<file path="src/rtl/tbp_pkg.sv">
`timescale 1ns / 1ps
// ----------------------------------------------------------------------------
// tbp_pkg: shared types and constants of the token bucket policer
// Holds the word formats of both channels, the table entry layout, the
// register map and the configuration defaults.
// ----------------------------------------------------------------------------
package tbp_pkg;

  // Table geometry (a power of two).
  localparam int ENTRIES = 65536;
  localparam int IDX_W   = $clog2(ENTRIES);

  // Field widths.
  localparam int IN_IDX_W = 16;
  localparam int TIME_W   = 64;
  localparam int TOK_W    = 16;
  localparam int PER_W    = 32;
  localparam int IRST_W   = 36;

  // Divider widths: the dividend is an idle time below the idle reset value.
  localparam int DIV_W   = IRST_W;
  localparam int DCNT_W  = $clog2(DIV_W + 1);

  // Register map (index is paddr[4:3]).
  localparam int ADDR_W = 5;
  localparam logic [1:0] REG_PERIOD = 2'd0;
  localparam logic [1:0] REG_BURST  = 2'd1;
  localparam logic [1:0] REG_IDLE   = 2'd2;

  // Configuration defaults.
  localparam logic [PER_W-1:0]  DEF_PERIOD   = PER_W'(1000000);
  localparam logic [TOK_W-1:0]  DEF_CAPACITY = TOK_W'(100);
  localparam logic [IRST_W-1:0] DEF_IDLE     = IRST_W'(64'd5000000000);

  typedef struct packed {
    logic [IN_IDX_W-1:0] entry_index;
    logic                is_udp;
    logic [TIME_W-1:0]   now_ns;
  } tbp_in_t;

  typedef struct packed {
    logic             drop;
    logic [TOK_W-1:0] tokens_left;
  } tbp_out_t;

  typedef struct packed {
    logic              valid;
    logic [TIME_W-1:0] seen;
    logic [TOK_W-1:0]  tokens;
  } tbp_ent_t;

  // Reduce an entry index modulo the table depth.
  function automatic logic [IDX_W-1:0] slot_of(input logic [IN_IDX_W-1:0] e);
    logic [IDX_W+IN_IDX_W-1:0] wide;
    wide = {{IDX_W{1'b0}}, e};
    return wide[IDX_W-1:0];
  endfunction

endpackage

</file>
<file path="src/rtl/tbp_div.sv">
`timescale 1ns / 1ps
// ----------------------------------------------------------------------------
// tbp_div: iterative restoring divider
// Produces one quotient bit per cycle; done pulses when the quotient is ready.
// ----------------------------------------------------------------------------
module tbp_div (
  input  logic                        clk,
  input  logic                        rst,
  input  logic                        start,
  input  logic [tbp_pkg::DIV_W-1:0]   dividend,
  input  logic [tbp_pkg::PER_W-1:0]   divisor,
  output logic                        done,
  output logic [tbp_pkg::DIV_W-1:0]   quotient
);
  import tbp_pkg::*;

  logic              busy;
  logic [DCNT_W-1:0] cnt;
  logic [PER_W-1:0]  rem;
  logic [DIV_W-1:0]  dvd;
  logic [PER_W:0]    trial;
  logic              fits;

  // Shift in the next dividend bit and test it against the divisor.
  assign trial = {rem, dvd[DIV_W-1]};
  assign fits  = trial >= {1'b0, divisor};

  // Control state.
  always_ff @(posedge clk) begin
    if (rst) begin
      busy <= 1'b0;
      done <= 1'b0;
      cnt  <= '0;
    end else begin
      done <= 1'b0;
      if (start) begin
        busy <= 1'b1;
        cnt  <= DCNT_W'(DIV_W);
      end else if (busy) begin
        cnt <= cnt - 1'b1;
        if (cnt == DCNT_W'(1)) begin
          busy <= 1'b0;
          done <= 1'b1;
        end
      end
    end
  end

  // Datapath.
  always_ff @(posedge clk) begin
    if (start) begin
      rem      <= '0;
      dvd      <= dividend;
      quotient <= '0;
    end else if (busy) begin
      rem      <= fits ? PER_W'(trial - {1'b0, divisor}) : trial[PER_W-1:0];
      dvd      <= {dvd[DIV_W-2:0], 1'b0};
      quotient <= {quotient[DIV_W-2:0], fits};
    end
  end

endmodule

</file>
<file path="config.mk">
export PLATFORM = sky130hd
export DESIGN_NAME = tbp_div
export DESIGN_NICKNAME = d
export VERILOG_FILES = /design/src/rtl/tbp_pkg.sv /design/src/rtl/tbp_div.sv
export SDC_FILE = /design/constraint.sdc
export NUM_CORES = 1
export LEC_CHECK = 0
export CORE_MARGIN = 10
export CORE_UTILIZATION = 40
export CTS_BUF_LIST = sky130_fd_sc_hd__clkbuf_4 sky130_fd_sc_hd__clkbuf_8
export DETAILED_ROUTE_END_ITERATION = 16
export DONT_BUFFER_PORTS = 1
export SLEW_MARGIN = 20
export SYNTH_ARGS = -nofsm -noshare
export SYNTH_HDL_FRONTEND = slang
export SYNTH_SLANG_ARGS = --single-unit
</file>
<file path="constraint.sdc">
create_clock -name clk -period 7.6 [get_ports clk]
set_input_delay 0.76 -clock clk [delete_from_list [all_inputs] [get_ports clk]]
set_output_delay 0.76 -clock clk [all_outputs]
set_load 0.1 [all_outputs]
</file>
---- After elaboration in Yosys (flattened, before gate mapping) ----
Index checks and enable logic that the tools add are counted.
cells by class
  eq/ne operators ......................... 1
  $lt $le $gt $ge ......................... 1
  multipliers ............................. 0
  $add $sub $neg .......................... 2
  multiplexer cells ....................... 9
  shift operators ......................... 0
  divide/modulo/power cells ............... 0
  reductions and logical operators ........ 3
  bitwise logic cells ..................... 1
operator list
  cell                                                                   count
  36-bit two-way mux                                                     2
  33-bit by 32-bit >= comparator with 1-bit output                       1
  32-bit two-way mux                                                     1
  32-bit subtractor                                                      1
  6-bit two-way mux                                                      2
  6-bit by 1-bit equality test with 1-bit output, second input constant  1
  6-bit by 1-bit subtractor with 6-bit output, second input constant     1
  1-bit two-way mux                                                      4
  3-bit OR reduction                                                     1
  2-bit nonzero test                                                     1
  2-bit OR reduction                                                     1
  1-bit inverter                                                         1
storage, ports and cells
  memories ................................ 0
  bits in read-only memories .............. 0
  register bits ........................... 112
  bits in latches ......................... 0
  input bits .............................. 71
  memory bits (writable) .................. 0
  output and inout bits ................... 37
  word-level logic and storage cells ...... 24

---- Logic depth before layout (Yosys ltp) ----
  depth in word-level cells ............... 4
  depth in mapped cells ................... 12
  gate-level depth less buffers ........... 11

---- Worst setup path after synthesis ----
OpenSTA, ideal clock, no wires.
  path type ............................... input to register
  from .................................... input divisor[18] (netlist name)
  to ...................................... register rem[19]
  buffers on the path ..................... 2
  arrival ................................. 2995 ps
  data required time ...................... 7478 ps
  path slack .............................. 4483 ps
  setup time .............................. 122 ps
  stages .................................. 12
  cell sequence ........................... inv_1 ha_1 buf_2 a211oi_1 nor2_1 o311ai_2 a21oi_2 o31ai_4 a21o_4 buf_4 a21oi_1 a311o_1
between the ends
  longest elaborated chain between the ends .. 2
  elaborated cells between the ends (all ways) .. 3
  those cells by class .................... add/sub: 1; order compare: 1; mux: 1
ends and longest elaborated chain
  element                                                                                       RTL line                      source
  start, declared                                                                               tbp_div.sv:11                 input logic [tbp_pkg::PER_W-1:0] divisor,
  32-bit subtractor / 33-bit by 32-bit >= comparator with 1-bit output (equally long branches)  tbp_div.sv:56, tbp_div.sv:26
  32-bit two-way mux (*)                                                                        tbp_div.sv:56                 rem <= fits ? PER_W'(trial - {1'b0, divisor}) : trial[PER_W-1:0];
  end signal, assigned                                                                          tbp_div.sv:56
  end, declared                                                                                 tbp_div.sv:19                 logic [PER_W-1:0] rem;
Mark *: on every way between the ends. The rest lies on a longest branch, timed or not.
A chain may end at the register's enable or synchronous reset.

---- Worst setup path in the final report ----
  from .................................... input divisor[15] (netlist name)
  to ...................................... register rem[10]
between the ends
  longest elaborated chain between the ends .. 2
ends and longest elaborated chain
  element                                           RTL line       source
  33-bit by 32-bit >= comparator with 1-bit output  tbp_div.sv:26  assign fits = trial >= {1'b0, divisor};
  32-bit two-way mux                                tbp_div.sv:56
Every way passes these cells.

==> run_results.csv <==
group,metric,value,unit
floorplanning,rows,47,
critical_path,worst_path_max_delay_cell,"a21oi_2",
drt,finalWirelength,16600,um
floorplanning,core,16400,um^2
drt,via_count,5186,
synthesis,syn_nets,825,
drt,wire_per_inst,18.1,um
cts,cts.repair.resized,0,
cts,post_cts.repair.setup_buffers,0,
synthesis,syn_avg_cell_area,9.22,um^2
pwr,power,1280,uW
critical_path,cp_common_cell,"nor2_1",
synthesis,yosysSeqAreaShare,0.393,
cts,clockBufferDepth,2,
synthesis,ys_top_cells_by_area,"dfxtp_1 (23%), edfxtp_1 (16%), ha_1 (6.4%)",
timing,finalHoldViolations,0,
global_routing,met3_usage,0.0516,
synthesis,synth_edf_count,36,
pwr,p_switching,379,uW
critical_path,slowest_delay,790,ps
finish,multiInputGateArea,3690,um^2
timing,max_freq,260,MHz
global_routing,grt_pass1_vias,5144,
critical_path,worstReg2RegEnd,"rem[10]$_SDFFE_PP0P_",
timing,slew_viol_final,0,
floorplanning,dieArea,22100,um^2
synthesis,yosysMostFrequentCell,"nor2_1",
global_routing,use_met1,0.179,
drt,drtPass1Iterations,5,
critical_path,crit_path_start_kind,"input port",
global_routing,grt_start_max_net_pins,114,
synthesis,yosysTopAreaCell,"dfxtp_1",
global_routing,grtUsageTotal,0.148,
floorplanning,die_h,149,um
cts,clock-root-buffer,"clkbuf_8",
pwr,p_sw_frac,0.297,
critical_path,required,7870,ps
critical_path,path_cells,"inv_1 -> ha_1 -> nand2_1 -> nor2_1 -> nand4_1 -> a2111oi_4 -> o31ai_4 -> a21oi_2 -> nor2_1 -> a2111oi_1",
critical_path,rr_worst_depth,9,
drt,routed_via_density,5.66,
timing,skew,17.4,ps
timing,slew_headroom,0.298,
run,drv_cap,0,
finish,post-route-util,0.423,
timing,worst_hold_slack,441,ps
pwr,ir_drop,0.0864,mV
global_routing,antenna_found_initial,1,
synthesis,yosysUniqueCellTypes,60,
synthesis,synth_compound_area_frac,0.180,
finish,layout.nets,796,
cts,cts.clk_slew.worst_paths,110,ps
cts,cts_tree,"yes",
synthesis,synth-async-reset-ratio,0,
critical_path,critical_path_arrival,4110,ps
critical_path,crit_fanout,22,
finish,stdcell_area,6940,um^2
timing,finalSetupTns,0,ps
synthesis,synth_top_family_by_area,"compound AO/OA/AOI/OAI gates",
pwr,intPower,897,uW
drt,drtAntennaViolNets,0,
worst_hold_path,min_path_type,"input port to register",
global_routing,grt_overflow,0,
floorplanning,initial_core_util,0.404,
synthesis,yosys.area_share.simple,0.155,
placement,dp_hpwl,12000,um
cts,htreeDepth,3,
cts,numCtsBuffers,9,
critical_path,criticalPathCategory,"input port to register",
timing,rsz0062_at_grt,"no",
placement,placed_area,6750,um^2
critical_path,regToRegSetupSlack,3780,ps
floorplanning,die_width,149,um
finish,seqCellArea,2610,um^2
run_status,status,"complete, no violations",
critical_path,r2r_start,"rem[14]$_SDFFE_PP0P_",
synthesis,synthMuxAreaShare,0.120,
synthesis,synth_seq_cells,112,
critical_path,endpoint,"rem[10]$_SDFFE_PP0P_",
timing,period_minus_slack,3840,ps
finish,fill_cells,1608,
synthesis,synth_fa_ha_area_frac,0.0672,
synthesis,synthFlopType,"dfxtp_1",
pwr,leakage,0.00271,uW
pwr,combPwrFrac,0.187,
placement,portBuffers,0,
finish,drive_gt1_frac,0.0950,
critical_path,endpoint_kind,"register",
placement,gp_congestion,0.909,
timing,worst_slew_pin_slew,1050,ps
critical_path,startpoint,"divisor[15]",
global_routing,grt_pass1_wl,26900,um
global_routing,top_usage_layer,"met2",
synthesis,ys_top_cells_by_count,"nor2_1 (99), dfxtp_1 (76), inv_1 (42)",
synthesis,synth_area,6630,um^2
timing,setup_viol,0,
cts,clkSinkCount,112,
synthesis,yosysWarningCount,0,
global_routing,use_met2,0.246,
drt,first_iter_violations,389,
pwr,power_density,184,nW/um^2
drt,drc,0,
synthesis,yosys.area_share.xor_xnor,0.0330,
cts,hold_buffers,0,
finish,syn_to_final_growth,4.66,%
pwr,seq_power_share,0.537,
floorplanning,pin_count,108,
cts,clk_latency,380,ps
pwr,p_clk_frac,0.276,
timing,finalCritPeriodShare,0.506,
synthesis,syn_inst,719,
synthesis,synth_top_area_share,0.230,
-- placed cells by master (no fill, tap or decap), drive strengths merged, types with 5 or more instances in the layout --
master / count
xor2: 9
clkbuf: 11
edfxtp: 36
nor3: 12
a311oi: 23
and3: 7
inv: 46
o21a: 6
xnor2: 16
o31ai: 12
nor2: 99
o21ai: 31
mux2: 36
a21oi: 37
nand3: 25
a31oi: 5
a32oi: 7
nand2: 35
nor2b: 5
dfxtp: 76
mux2i: 39
ha: 34
a21o: 13
nor4: 9
nand2b: 7
-- stage by stage --
stage	setup slack, ps	std cells
2_1_floorplan	4480	719
6_report	3760	916
3_3_place_gp	3470	899
3_5_place_dp	3390	899
5_1_grt	3510	916
4_1_cts	3800	915
-- kinds of logic (layout without fill, tap and decap cells) --
logic type | after synthesis | count (layout)
AO/OA/AOI/OAI | 165 | 165
flip-flops | 112 | 112
XOR/XNOR | 25 | 25
adder cells (fa/ha/maj) | 35 | 35
AND/OR/NAND/NOR | 222 | 222
buffers and inverters | 85 | 61
multiplexers | 75 | 75
other | 0 | 1
-- how the worst min path moves through the flow --
stage	startpoint	end	slack [ps]	cells after the start
floorplan	rem[31]$_SDFFE_PP0P_	rem[31]$_SDFFE_PP0P_	450	2
global placement	rem[30]$_SDFFE_PP0P_	rem[30]$_SDFFE_PP0P_	480	2
detailed placement	rem[3]$_SDFFE_PP0P_	rem[3]$_SDFFE_PP0P_	500	2
CTS	rst	busy$_SDFF_PP0_	420	1
global route	rst	busy$_SDFF_PP0_	410	1
finish	rst	cnt[2]$_SDFFE_PP0P_	440	1
-- flip-flops by register name (all words and copies together), names as in the netlist --
signal and cells:
rem 32, quotient 36, cnt 6, busy 1, done 1, dvd 36
-- worst max-delay path: cells and delay by family --
family          cells  cell delay, ps
compound gates      4            1900
simple gates        4            1030
fa+ha+maj           1             380
buf+inv             1              20
-- layout make-up --
class / count / share of cell area
tap: 220 / 0.0397
clock buffer: 11 / 0.0200
sequential: 112 / 0.376
clock inverter: 5 / 0.00667
timing repair buffer: 3 / 0.00325
antenna: 1 / 0.000361
multi-input combinational: 522 / 0.532
inverter: 42 / 0.0227
-- metal layers --
layer,vias to the layer above,routed length (um),part of all wire
met3,13,1180,0.071
met4,0,188,0.011
met1,2478,7230,0.43
met5,-,0,0
li1,2572,-,-
met2,123,8020,0.48
-- power groups by stage --
stage | registers (uW) | logic, uW | clock network, uW
2_1_floorplan | 686 | 208 | 0
3_3_place_gp | 698 | 231 | 0
3_5_place_dp | 700 | 237 | 0
4_1_cts | 686 | 239 | 369
5_1_grt | 691 | 269 | 396
6_report | 686 | 239 | 352
Note: power is estimated with default switching activity, not from simulation.
